$ cat src/hw/rtl/lung_pkg.sv
// Types, codes and derived constants of the seed generator.
package lung_pkg;

	localparam int OP_W     = 2;
	localparam int STREAM_W = 4;
	localparam int SEED_W   = 35;
	localparam int VALUE_W  = 36;

	localparam int STREAMS      = 16;
	localparam int NORMAL_TERMS = 101;

	localparam int IDX_W  = (STREAMS > 1) ? $clog2(STREAMS) : 1;
	localparam int TERM_W = $clog2(NORMAL_TERMS);

	typedef enum logic [OP_W-1:0] {
		OP_UNIFORM = 2'd0,
		OP_NORMAL  = 2'd1,
		OP_LOAD    = 2'd2
	} op_t;

	// Integer square root, used only at elaboration.
	function automatic longint unsigned isqrt(input longint unsigned v);
		longint unsigned r;
		longint unsigned t;
		r = 0;
		for (int i = 31; i >= 0; i--) begin
			t = r | (64'd1 << i);
			if (t * t <= v)
				r = t;
		end
		return r;
	endfunction

	localparam int SCALE_BITS = 18;
	localparam longint unsigned K_VAL =
		isqrt((64'd12 << (2 * SCALE_BITS)) / NORMAL_TERMS);
	localparam int K_W = $clog2(K_VAL + 1);
	localparam logic [K_W-1:0] SCALE_K = K_W'(K_VAL);

	// Sum of the uniforms, centered deviation and product split.
	localparam int SUM_W   = SEED_W + $clog2(NORMAL_TERMS);
	localparam int D_W     = SUM_W + 1;
	localparam int D_LO_W  = 22;
	localparam int D_HI_W  = D_W - D_LO_W;
	localparam int PROD_W  = D_LO_W + K_W + 2;
	localparam int ACC_W   = D_W + K_W + 1;
	localparam int QF_W    = ACC_W - 1 - SCALE_BITS;

	localparam logic [SUM_W-1:0] OFFSET = SUM_W'(NORMAL_TERMS) << (SEED_W - 1);
	localparam logic signed [ACC_W-1:0] BIAS = ACC_W'(3) << (SEED_W + SCALE_BITS);

	// Division of the scaled value by six, four quotient bits per cycle.
	localparam int DIVISOR    = 6;
	localparam int REM_W      = 3;
	localparam int Q_W        = SEED_W + 3;
	localparam int DIV_STEP   = 4;
	localparam int DIV_CYCLES = (Q_W + DIV_STEP - 1) / DIV_STEP;
	localparam int DIV_W      = DIV_CYCLES * DIV_STEP;
	localparam logic [Q_W-1:0] LIMIT = Q_W'(DIVISOR) << SEED_W;

	localparam logic [VALUE_W-1:0] ONE_Q35 = VALUE_W'(1) << SEED_W;

	typedef struct packed {
		logic cap;
		logic load_wr;
		logic step;
		logic wb;
		logic center;
		logic mul_lo;
		logic mul_hi;
		logic mul_add;
		logic prep;
		logic div;
		logic normal;
		logic fin_load;
	} lung_ctl_t;

endpackage

$ cat src/hw/rtl/lung_seed_table.sv
// Per-stream seed storage, every entry reset to one.
module lung_seed_table (
	input  logic                        clk,
	input  logic                        arst_n,
	input  logic                        wr_en,
	input  logic [lung_pkg::IDX_W-1:0]  wr_addr,
	input  logic [lung_pkg::SEED_W-1:0] wr_data,
	input  logic [lung_pkg::IDX_W-1:0]  rd_addr,
	output logic [lung_pkg::SEED_W-1:0] rd_data
);

	logic [lung_pkg::SEED_W-1:0] mem_q [lung_pkg::STREAMS];

	always_ff @(posedge clk or negedge arst_n) begin
		if (!arst_n) begin
			for (int i = 0; i < lung_pkg::STREAMS; i++)
				mem_q[i] <= lung_pkg::SEED_W'(1);
		end else if (wr_en) begin
			mem_q[wr_addr] <= wr_data;
		end
	end

	assign rd_data = mem_q[rd_addr];

endmodule

$ cat src/hw/rtl/lung_ctrl.sv
// Sequencer that steps the shared generator, multiplier and divider.
module lung_ctrl (
	input  logic                          clk,
	input  logic                          arst_n,
	input  logic                          in_valid,
	input  logic [lung_pkg::OP_W-1:0]     op,
	input  logic [lung_pkg::STREAM_W-1:0] stream,
	input  logic                          out_busy,
	output logic                          in_ready,
	output lung_pkg::lung_ctl_t           ctl
);

	typedef enum logic [3:0] {
		ST_IDLE,
		ST_STEP,
		ST_CENTER,
		ST_MUL_LO,
		ST_MUL_HI,
		ST_MUL_ADD,
		ST_PREP,
		ST_DIV,
		ST_FIN
	} state_t;

	state_t                      state_q;
	logic [lung_pkg::TERM_W-1:0] cnt_q;
	logic                        normal_q;

	logic in_range;
	logic is_draw;
	logic last_step;
	logic last_div;

	assign in_range  = 32'(stream) < 32'(lung_pkg::STREAMS);
	assign is_draw   = in_range && (op == lung_pkg::OP_UNIFORM || op == lung_pkg::OP_NORMAL);
	assign last_step = !normal_q || (cnt_q == lung_pkg::TERM_W'(lung_pkg::NORMAL_TERMS - 1));
	assign last_div  = cnt_q == lung_pkg::TERM_W'(lung_pkg::DIV_CYCLES - 1);
	assign in_ready  = state_q == ST_IDLE;

	always_comb begin
		ctl        = '0;
		ctl.normal = normal_q;
		case (state_q)
			ST_IDLE: begin
				ctl.cap     = in_valid && is_draw;
				ctl.load_wr = in_valid && in_range && op == lung_pkg::OP_LOAD;
			end
			ST_STEP: begin
				ctl.step = 1'b1;
				ctl.wb   = last_step;
			end
			ST_CENTER:  ctl.center   = 1'b1;
			ST_MUL_LO:  ctl.mul_lo   = 1'b1;
			ST_MUL_HI:  ctl.mul_hi   = 1'b1;
			ST_MUL_ADD: ctl.mul_add  = 1'b1;
			ST_PREP:    ctl.prep     = 1'b1;
			ST_DIV:     ctl.div      = 1'b1;
			ST_FIN:     ctl.fin_load = !out_busy;
			default: ;
		endcase
	end

	always_ff @(posedge clk or negedge arst_n) begin
		if (!arst_n) begin
			state_q  <= ST_IDLE;
			cnt_q    <= '0;
			normal_q <= 1'b0;
		end else begin
			case (state_q)
				ST_IDLE: begin
					if (in_valid && is_draw) begin
						state_q  <= ST_STEP;
						cnt_q    <= '0;
						normal_q <= op == lung_pkg::OP_NORMAL;
					end
				end
				ST_STEP: begin
					cnt_q <= cnt_q + 1'b1;
					if (last_step)
						state_q <= normal_q ? ST_CENTER : ST_FIN;
				end
				ST_CENTER:  state_q <= ST_MUL_LO;
				ST_MUL_LO:  state_q <= ST_MUL_HI;
				ST_MUL_HI:  state_q <= ST_MUL_ADD;
				ST_MUL_ADD: state_q <= ST_PREP;
				ST_PREP: begin
					cnt_q   <= '0;
					state_q <= ST_DIV;
				end
				ST_DIV: begin
					cnt_q <= cnt_q + 1'b1;
					if (last_div)
						state_q <= ST_FIN;
				end
				ST_FIN: begin
					if (!out_busy)
						state_q <= ST_IDLE;
				end
				default: state_q <= ST_IDLE;
			endcase
		end
	end

endmodule

$ cat src/hw/rtl/lung_datapath.sv
// Generator step, sum, shared multiplier and radix-16 divide-by-six unit.
module lung_datapath (
	input  logic                           clk,
	input  lung_pkg::lung_ctl_t            ctl,
	input  logic [lung_pkg::STREAM_W-1:0]  stream,
	input  logic [lung_pkg::SEED_W-1:0]    seed_value,
	input  logic [lung_pkg::SEED_W-1:0]    rd_data,
	output logic                           wr_en,
	output logic [lung_pkg::IDX_W-1:0]     wr_addr,
	output logic [lung_pkg::SEED_W-1:0]    wr_data,
	output logic [lung_pkg::IDX_W-1:0]     rd_addr,
	output logic [lung_pkg::VALUE_W-1:0]   res_value,
	output logic [lung_pkg::STREAM_W-1:0]  res_stream
);

	localparam int SEED_W = lung_pkg::SEED_W;
	localparam int SUM_W  = lung_pkg::SUM_W;
	localparam int D_W    = lung_pkg::D_W;
	localparam int D_LO_W = lung_pkg::D_LO_W;
	localparam int D_HI_W = lung_pkg::D_HI_W;
	localparam int K_W    = lung_pkg::K_W;
	localparam int PROD_W = lung_pkg::PROD_W;
	localparam int ACC_W  = lung_pkg::ACC_W;
	localparam int QF_W   = lung_pkg::QF_W;
	localparam int Q_W    = lung_pkg::Q_W;
	localparam int DIV_W  = lung_pkg::DIV_W;
	localparam int STEP   = lung_pkg::DIV_STEP;
	localparam int REM_W  = lung_pkg::REM_W;

	logic [lung_pkg::STREAM_W-1:0] stream_q;
	logic [SEED_W-1:0]             cur_seed_q;
	logic [SUM_W-1:0]              sum_q;
	logic signed [D_W-1:0]         d_q;
	logic signed [PROD_W-1:0]      prod_q;
	logic signed [ACC_W-1:0]       acc_q;
	logic [DIV_W-1:0]              dvd_q;
	logic [REM_W-1:0]              rem_q;
	logic [SEED_W-1:0]             quot_q;
	logic                          zero_q;
	logic                          clamp_q;

	logic [SEED_W-1:0]        seed_next;
	logic signed [D_LO_W:0]   mul_a;
	logic signed [K_W:0]      k_s;
	logic signed [PROD_W-1:0] mul_p;
	logic signed [ACC_W-1:0]  prod_ext;
	logic                     acc_pos;
	logic [QF_W-1:0]          q_scaled;
	logic [REM_W-1:0]         rem_n;
	logic [REM_W:0]           trial;
	logic [STEP-1:0]          qbits;

	// Multiply by five modulo 2^35 is a shift and an add.
	assign seed_next = (cur_seed_q << 2) + cur_seed_q;

	assign rd_addr = lung_pkg::IDX_W'(stream);
	assign wr_en   = ctl.load_wr || ctl.wb;
	assign wr_addr = ctl.load_wr ? lung_pkg::IDX_W'(stream) : lung_pkg::IDX_W'(stream_q);
	assign wr_data = ctl.load_wr ? (seed_value | SEED_W'(1)) : seed_next;

	// One multiplier serves both halves of the deviation.
	assign mul_a = ctl.mul_lo ? $signed({1'b0, d_q[D_LO_W-1:0]})
		: $signed({{(D_LO_W + 1 - D_HI_W){d_q[D_W-1]}}, d_q[D_W-1:D_LO_W]});
	assign k_s      = $signed({1'b0, lung_pkg::SCALE_K});
	assign mul_p    = mul_a * k_s;
	assign prod_ext = {{(ACC_W - PROD_W){prod_q[PROD_W-1]}}, prod_q};

	assign acc_pos  = !acc_q[ACC_W-1] && (acc_q != '0);
	assign q_scaled = acc_q[ACC_W-2:lung_pkg::SCALE_BITS];

	// Four restoring steps of the division by six.
	always_comb begin
		rem_n = rem_q;
		trial = '0;
		qbits = '0;
		for (int i = 0; i < STEP; i++) begin
			trial = {rem_n, dvd_q[DIV_W-1-i]};
			if (trial >= (REM_W + 1)'(lung_pkg::DIVISOR)) begin
				trial           = trial - (REM_W + 1)'(lung_pkg::DIVISOR);
				qbits[STEP-1-i] = 1'b1;
			end
			rem_n = trial[REM_W-1:0];
		end
	end

	always_ff @(posedge clk) begin
		if (ctl.cap) begin
			stream_q   <= stream;
			cur_seed_q <= rd_data;
			sum_q      <= '0;
		end
		if (ctl.step) begin
			cur_seed_q <= seed_next;
			sum_q      <= sum_q + SUM_W'(seed_next);
		end
		if (ctl.center)
			d_q <= $signed({1'b0, sum_q}) - $signed({1'b0, lung_pkg::OFFSET});
		if (ctl.mul_lo)
			prod_q <= mul_p;
		if (ctl.mul_hi) begin
			acc_q  <= prod_ext + lung_pkg::BIAS;
			prod_q <= mul_p;
		end
		if (ctl.mul_add)
			acc_q <= acc_q + (prod_ext <<< D_LO_W);
		if (ctl.prep) begin
			zero_q  <= !acc_pos;
			clamp_q <= acc_pos && (q_scaled >= QF_W'(lung_pkg::LIMIT));
			dvd_q   <= DIV_W'(q_scaled[Q_W-1:0]);
			rem_q   <= '0;
			quot_q  <= '0;
		end
		if (ctl.div) begin
			dvd_q  <= dvd_q << STEP;
			rem_q  <= rem_n;
			quot_q <= {quot_q[SEED_W-1-STEP:0], qbits};
		end
	end

	always_comb begin
		if (!ctl.normal)
			res_value = {1'b0, cur_seed_q};
		else if (zero_q)
			res_value = '0;
		else if (clamp_q)
			res_value = lung_pkg::ONE_Q35;
		else
			res_value = {1'b0, quot_q};
	end

	assign res_stream = stream_q;

endmodule

$ cat src/hw/rtl/lcg_uniform_normal_generator_unit.sv
// Top level of the multi-stream uniform and normal random generator.
//
//  channel | direction | handshake            | payload
//  --------+-----------+----------------------+-----------------------------
//  in      | input     | in_valid / in_ready  | op, stream, seed_value
//  out     | output    | out_valid/ out_ready | value, stream_echo
//
// A load, an unused op or an out-of-range stream gives no item; the block stays idle.
// A uniform draw runs through accept, one generator step and result load.
// A normal draw runs through accept, 101 steps of the shared multiply-by-five
// and accumulate unit, centering and scaling through one multiplier (center,
// low product, high product, add, prep), the divide-by-six unit and the result load.
// Reset sets every seed to one at once; a full output register stalls the last cycle.
module lcg_uniform_normal_generator_unit (
	input  logic                           clk,
	input  logic                           arst_n,
	input  logic                           in_valid,
	output logic                           in_ready,
	input  logic [lung_pkg::OP_W-1:0]      op,
	input  logic [lung_pkg::STREAM_W-1:0]  stream,
	input  logic [lung_pkg::SEED_W-1:0]    seed_value,
	output logic                           out_valid,
	input  logic                           out_ready,
	output logic [lung_pkg::VALUE_W-1:0]   value,
	output logic [lung_pkg::STREAM_W-1:0]  stream_echo
);

	lung_pkg::lung_ctl_t ctl;

	logic                          out_valid_q;
	logic [lung_pkg::VALUE_W-1:0]  value_q;
	logic [lung_pkg::STREAM_W-1:0] stream_echo_q;

	logic                          out_busy;
	logic                          wr_en;
	logic [lung_pkg::IDX_W-1:0]    wr_addr;
	logic [lung_pkg::SEED_W-1:0]   wr_data;
	logic [lung_pkg::IDX_W-1:0]    rd_addr;
	logic [lung_pkg::SEED_W-1:0]   rd_data;
	logic [lung_pkg::VALUE_W-1:0]  res_value;
	logic [lung_pkg::STREAM_W-1:0] res_stream;

	assign out_busy = out_valid_q && !out_ready;

	lung_ctrl u_ctrl (
		.clk      (clk),
		.arst_n   (arst_n),
		.in_valid (in_valid),
		.op       (op),
		.stream   (stream),
		.out_busy (out_busy),
		.in_ready (in_ready),
		.ctl      (ctl)
	);

	lung_seed_table u_seed_table (
		.clk     (clk),
		.arst_n  (arst_n),
		.wr_en   (wr_en),
		.wr_addr (wr_addr),
		.wr_data (wr_data),
		.rd_addr (rd_addr),
		.rd_data (rd_data)
	);

	lung_datapath u_datapath (
		.clk        (clk),
		.ctl        (ctl),
		.stream     (stream),
		.seed_value (seed_value),
		.rd_data    (rd_data),
		.wr_en      (wr_en),
		.wr_addr    (wr_addr),
		.wr_data    (wr_data),
		.rd_addr    (rd_addr),
		.res_value  (res_value),
		.res_stream (res_stream)
	);

	// Output register: holds a finished item until the consumer takes it.
	always_ff @(posedge clk or negedge arst_n) begin
		if (!arst_n) begin
			out_valid_q <= 1'b0;
		end else begin
			out_valid_q <= ctl.fin_load || out_busy;
		end
	end

	always_ff @(posedge clk) begin
		if (ctl.fin_load) begin
			value_q       <= res_value;
			stream_echo_q <= res_stream;
		end
	end

	assign out_valid   = out_valid_q;
	assign value       = value_q;
	assign stream_echo = stream_echo_q;

endmodule

$ cat config.mk
export PLATFORM = sky130hd
export DESIGN_NAME = lcg_uniform_normal_generator_unit
export DESIGN_NICKNAME = d
export VERILOG_FILES = /design/src/hw/rtl/lung_pkg.sv /design/src/hw/rtl/lung_seed_table.sv /design/src/hw/rtl/lung_ctrl.sv /design/src/hw/rtl/lung_datapath.sv /design/src/hw/rtl/lcg_uniform_normal_generator_unit.sv
export SDC_FILE = /design/constraint.sdc
export NUM_CORES = 2
export LEC_CHECK = 0
export ABC_CLOCK_PERIOD_IN_PS = 9900
export BUFFER_PORTS_ARGS = -buffer_cell sky130_fd_sc_hd__buf_2
export CORE_ASPECT_RATIO = 0.75
export CORE_MARGIN = 3
export CORE_UTILIZATION = 41
export CTS_CLUSTER_DIAMETER = 80
export CTS_CLUSTER_SIZE = 24
export DETAILED_ROUTE_END_ITERATION = 6
export HOLD_SLACK_MARGIN = 0.05
export SKIP_LAST_GASP = 1
export SLEW_MARGIN = 20
export SYNTH_ARGS = -nofsm -noshare
export SYNTH_HDL_FRONTEND = slang
export SYNTH_SLANG_ARGS = --single-unit
$ cat constraint.sdc
create_clock -name clk -period 9.9 [get_ports clk]
set_input_delay 1.98 -clock clk [delete_from_list [all_inputs] [get_ports clk]]
set_output_delay 1.98 -clock clk [all_outputs]
set_load 0.02 [all_outputs]
# [After elaboration in Yosys (flattened, before gate mapping)]
# Index checks and enable logic that the tools add are counted.
[op_classes] n_addsub=10 multipliers=1 n_lt_le_gt_ge=8 n_eq_ne=16 n_mux=51 bitwise_logic=3 reduce_logical=28
[op_table] cell="560-bit bitwise mux" n=1
[op_table] cell="35-bit 2-to-1 mux" n=10
[op_table] cell="35-bit binary-select mux with 4-bit select" n=1
[op_table] cell="35-bit demux with 4-bit select" n=1
[op_table] cell="61-bit 2-to-1 mux" n=2
[op_table] cell="42-bit 2-to-1 mux" n=2
[op_table] cell="41-bit 2-to-1 mux" n=2
[op_table] cell="40-bit 2-to-1 mux" n=2
[op_table] cell="61-bit adder" n=1
[op_table] cell="61-bit nonzero test" n=1
[op_table] cell="41-bit by 56-bit adder with 57-bit output (second input constant)" n=1
[op_table] cell="42-bit by 41-bit subtractor with 43-bit output (second input constant)" n=1
[op_table] cell="42-bit by 35-bit adder with 42-bit output" n=1
[op_table] cell="42-bit by 38-bit greater-or-equal comparator with 1-bit output (second input constant)" n=1
[op_table] cell="23-bit by 17-bit multiplier with 40-bit output (second input constant)" n=1
[op_table] cell="36-bit 2-to-1 mux" n=1
[op_table] cell="4-bit case mux with 9 select lines" n=1
[op_table] cell="35-bit adder" n=1
[op_table] cell="4-bit 2-to-1 mux" n=6
[op_table] cell="23-bit 2-to-1 mux" n=1
[op_table] cell="7-bit case mux with 3 select lines" n=1
[op_table] cell="3-bit 2-to-1 mux" n=6
[op_table] cell="4-bit by 3-bit equality test with 1-bit output (second input constant)" n=4
[op_table] cell="4-bit by 3-bit greater-or-equal comparator with 1-bit output (second input constant)" n=4
[op_table] cell="other kinds (28)" n=64
[word_totals] regBits=918 input_bits=45 output_inout_bits=42 word_cells=152

# [Depth between registers and ports, before layout]
[logic_depth] ltp_word=11 depth_mapped=29

# [Cells and area by module]
# Synthesis repeated with hierarchy kept, for this count alone.
[unflattened] hier_cells=4138 hier_area_um2=52656.8
[by_module_without_submodules] mod="lung_datapath" instances=1 cells_each=2467 area_each_um2=25340.6 seq_area_each_um2=9088.7
[by_module_without_submodules] mod="lung_seed_table" instances=1 cells_each=1529 area_each_um2=25204.2 seq_area_each_um2=14033.5
[by_module_without_submodules] mod="lcg_uniform_normal_generator_unit" instances=1 cells_each=43 area_each_um2=1246.2 seq_area_each_um2=1226.2
[by_module_without_submodules] mod="lung_ctrl" instances=1 cells_each=99 area_each_um2=865.8 seq_area_each_um2=300.3

# [Least setup slack after synthesis]
# OpenSTA, ideal clock, no wires.
[synth_path] kind="register to register" startpoint="register u_ctrl.state_q[3]" endpoint="register u_datapath.prod_q[39], data pin" setup_ps=261 t_arrival_ps=6700 slack_ps=2939 path_stages_with_launch=27 synth_period_minus_slack_ps=6961 cell_sequence="dfrtp_1 buf_2 nor2_1 and3_1 clkbuf_1 mux2i_1 inv_1 ha_1 xor2_1 ha_1 a21o_1 ha_1 fa_1 fa_1 inv_1 fa_1 inv_1 ha_1 nand2_1 nor4_1 o221ai_1 a2111oi_0 nor2_1 a21oi_1 a22o_1 nor4_1 a311o_1"
[synth_between] elab_chain_cells=6 word_cells_on_any_way=8 cone_classes="mul: 1; eq/ne: 2; mux: 5"
[synth_lines] item="from (decl)" line="lung_ctrl.sv:25" rtl="state_t state_q;"
[synth_lines] item="from (signal assigned)" line="lung_ctrl.sv:80" rtl="state_q <= normal_q ? ST_CENTER : ST_FIN;"
[synth_lines] item="4-bit by 2-bit equality test with 1-bit output *" line="lung_ctrl.sv:43" rtl="case (state_q)"
[synth_lines] item="1-bit 2-to-1 mux *" line="lung_ctrl.sv:43"
[synth_lines] item="23-bit 2-to-1 mux *" line="lung_datapath.sv:62" rtl="assign mul_a = ctl.mul_lo ? $signed({1'b0, d_q[D_LO_W-1:0]})"
[synth_lines] item="23-bit by 17-bit multiplier with 40-bit output *" line="lung_datapath.sv:65" rtl="assign mul_p = mul_a * k_s;"
[synth_lines] item="net u_datapath.mul_p[39]" line="lung_datapath.sv:45" rtl="logic signed [PROD_W-1:0] mul_p;"
[synth_lines] item="41-bit 2-to-1 mux" line="lung_datapath.sv:98" rtl="if (ctl.mul_lo)"
[synth_lines] item="41-bit 2-to-1 mux *" line="lung_datapath.sv:100" rtl="if (ctl.mul_hi) begin"
[synth_lines] item="to (signal assigned)" line="lung_datapath.sv:99" rtl="prod_q <= mul_p;"
[synth_lines] item="to (signal assigned)" line="lung_datapath.sv:102" rtl="prod_q <= mul_p;"
[synth_lines] item="to (decl)" line="lung_datapath.sv:34" rtl="logic signed [PROD_W-1:0] prod_q;"
# Mark *: on every way through the listed nets, which the timed path passes. The rest lies on a longest branch. The select of a mux whose other input is x is not followed.
# A chain may end at the register's enable or synchronous reset.

# [Worst setup path after layout]
[layout_path] startpoint="register u_ctrl.state_q[0]" endpoint="register u_datapath.prod_q[39], data pin"
# The elaborated chain is that of the path after synthesis.

==> results_dict.tcl <==
set metrics [dict create \
    synth_largest_area_cell "dfrtp_1" \
    start_util 0.415 \
    r2r-end "u_datapath.prod_q[39]" \
    syn_avg_cell_area_sq_um 10.8 \
    die_area_sq_um 128000 \
    track_usage 0.209 \
    startpoint_type "register" \
    ys.warnings.count 0 \
    drtAntennaViolNets 0 \
    fillers 11400 \
    path_clk_slew_ns 0.10 \
    hold_viol_final 0 \
    vias 35200 \
    postCtsHoldBufs 0 \
    worstPathMaxFanout 20 \
    rsz0062_at_grt "no" \
    slew_viol_final 0 \
    synth_cell_types 91 \
    reg2reg_depth 24 \
    hold_start "u_datapath.dvd_q[0]" \
    firstDrtPassIters 5 \
    post_cts_buffers 0 \
    worstPathRequired_ns 10.28 \
    cp_common_cell "ha_1" \
    ys_seq_area_frac 0.485 \
    dieWidth_microns 413 \
    max_freq_mhz 119 \
    cp_top_family "adder cells" \
    hpwl_mm 94.9 \
    final-seq-area_sq_um 24600 \
    cts_resized 0 \
    clk_latency_ns 0.65 \
    grt_pass1_wl_mm 207 \
    worstPathArrival_ns 8.79 \
    drv_cap 0 \
    min_to "u_datapath.dvd_q[0]" \
    finalCritPeriodShare 0.849 \
    synth_flop_cell "dfrtp_1" \
    synth_area_leaders "dfrtp_1, edfxtp_1, mux4_2, ha_1, nand2_1" \
    crit_type "reg -> reg" \
    synth.cell_area_sq_um 50800 \
    wl_met1_mm 69.1 \
    drt_wl_total_mm 135 \
    grt_start_max_net_pins 132 \
    drt-initial-drc-count 3601 \
    drc 0 \
    synthArstFlopShare 0.625 \
    cts-root-buf "clkbuf_16" \
    num_io_pins 87 \
    synth-edff-count 340 \
    setup_viol 0 \
    r2r_start "u_ctrl.state_q[0]" \
    row_count 111 \
    core_area_sq_um 123000 \
    status "completed" \
    layout_min_cycle_time_ns 8.41 \
    routed-wl-met2_mm 54.1 \
    detail_route.vias_per_cell 5.55 \
    numCtsBuffers 47 \
    grt_pass1_vias 32900 \
    hold_depth 2 \
    slew_headroom 0.219 \
    nets 5094 \
    multi_input_area_sq_um 24200 \
    area.growth.synth_to_final_pct 7.35 \
    path_cells "nand3_1 -> buf_4 -> mux2i_1 -> inv_1 -> ha_1 -> xor2_1 -> ha_1 -> a21o_1 -> ha_1 -> fa_1 -> fa_1 -> inv_1 -> fa_1 -> inv_1 -> ha_1 -> nand2_1 -> nor4_1 -> o221ai_1 -> a2111oi_0 -> nor2_1 -> a21oi_1 -> a22o_1 -> nor4_1 -> a311o_1" \
    wl_met3_mm 10.4 \
    crit_path_end_kind "register" \
    cts_buffer_depth 3 \
    setup_tns_ns 0 \
    skew_ns 0.0498 \
    maxUsedRoutingLayer "met4" \
    routedWlPerCell_microns 21.4 \
    io_buffers 85 \
    layout-drive-gt1-share 0.109 \
    die_h_microns 311 \
    grt-ovfl-total 0 \
    htree_num_levels 2 \
    cp_num_buf_inv 4 \
    cts.sinks 917 \
    ys_ff_latch 917 \
    gp_congestion 0.924 \
    worstHoldPathType "reg -> reg" \
    synth_top_area_frac 0.274 \
    crit_path_top_delay_cell "dfrtp_1" \
    netlist_instances 4710 \
    max_stage_delay_ns 0.83 \
    grt_antenna_before_repair 7 \
    tightest_slew_ns 1.17 \
    reg2reg_slack_ns 1.49 \
    cts_tree "yes" \
]
[metal layers]
metal	GRT usage	vias up
met5	0	-
met4	0.0312	0
met3	0.0367	107
met2	0.278	1052
met1	0.354	17600
li1	-	16400
[state kept, by name, indices dropped and copies added, names as in the netlist, 3 cells and up]
name	flops
u_datapath.rem_q	3
stream_echo	4
u_datapath.d_q	43
u_datapath.acc_q	60
u_datapath.prod_q	40
value	36
u_datapath.quot_q	35
u_seed_table.mem_q	560
u_datapath.res_stream	4
u_datapath.cur_seed_q	35
u_datapath.dvd_q	40
u_ctrl.cnt_q	7
u_datapath.sum_q	42
u_ctrl.state_q	4
[worst max path at each step]
stage                                  from                    end  slack (ns)  cells past startpoint
after floorplan           u_ctrl.state_q[3]  u_datapath.prod_q[39]        2.94                     26
after global placement    u_ctrl.state_q[0]  u_datapath.prod_q[39]        1.63                     24
after detailed placement  u_ctrl.state_q[0]  u_datapath.prod_q[39]        1.58                     24
after CTS                 u_ctrl.state_q[0]  u_datapath.prod_q[39]        1.54                     24
after global routing      u_ctrl.state_q[0]  u_datapath.prod_q[39]        0.95                     24
final                     u_ctrl.state_q[0]  u_datapath.prod_q[39]        1.49                     24
[final cells by class]
class,count,area share
diodes,1,0.0000458
clock buffers,66,0.0238
clock inverters,13,0.00236
inverters,309,0.0212
multi-input cells,3230,0.444
flip-flops and latches,917,0.452
well taps,1638,0.0375
repair buffers,161,0.0197
[cells in the final DEF, fill, tap and decap left out, drive strengths merged, types with 16 or more instances in the layout]
master  instances
nand2         799
o21ai         606
dfrtp         557
edfxtp        340
inv           319
ha            241
nor2          238
a21oi         204
mux4          175
buf           161
fa            142
xnor2          94
a21o           73
and2           72
clkbuf         66
xor2           49
nand3          47
nor3           41
a22o           36
mux2i          36
mux2           33
nand2b         27
a31oi          26
nand4          25
nor4           25
o21a           23
o21bai         21
nor2b          21
a211oi         20
and3           20
or3            18
dfstp          16
[metrics by stage]
stage / setup slack [ns] / cell area (sq um) / util / hold WS, ns / cells
2_1_floorplan: 2.94 / 50900 / - / 0.426 / 4711
3_3_place_gp: 1.63 / 53100 / 0.433 / 0.437 / 6254
3_5_place_dp: 1.58 / 53100 / 0.433 / 0.448 / 6255
4_1_cts: 1.54 / 54500 / 0.445 / 0.471 / 6334
5_1_grt: 0.946 / 54600 / 0.445 / 0.484 / 6334
6_report: 1.49 / 54600 / 0.445 / 0.470 / 6335
[worst register-to-register path: stages (launching register included)]
cell       delay (ns)
dfrtp_1          0.83
nand3_1          0.28
buf_4            0.30
mux2i_1          0.51
inv_1            0.28
ha_1             0.34
xor2_1           0.20
ha_1             0.21
a21o_1           0.15
ha_1             0.34
fa_1             0.52
fa_1             0.55
inv_1            0.06
fa_1             0.52
inv_1            0.04
ha_1             0.37
nand2_1          0.13
nor4_1           0.37
o221ai_1         0.32
a2111oi_0        0.77
nor2_1           0.18
a21oi_1          0.28
a22o_1           0.22
nor4_1           0.06
a311o_1          0.31
[cell families after synthesis]
logic type,count (synthesis),synth area share
AOI/OAI and AO/OA,1093,0.124
xor gates and xnor gates,143,0.0246
adders and majority gates,384,0.115
buffers and inverters,564,0.0424
DFF,917,0.485
muxes,244,0.0922
other,1,0.0000738
and+or+nand+nor,1364,0.116
[synthesized netlist by cell type, drive strengths merged (21+ instances only)]
library cell,instances
a21o,73
a21oi,204
a22o,36
a31oi,26
and2,72
buf,35
clkbuf,220
dfrtp,557
edfxtp,340
fa,142
ha,241
inv,309
mux2,33
mux2i,36
mux4,175
nand2,799
nand2b,27
nand3,47
nand4,25
nor2,238
nor2b,21
nor3,41
nor4,25
o21a,23
o21ai,606
o21bai,21
xnor2,94
xor2,49
Power is not shown: default switching activity piles up to over one toggle a cycle in this logic, so the estimate is an artifact.
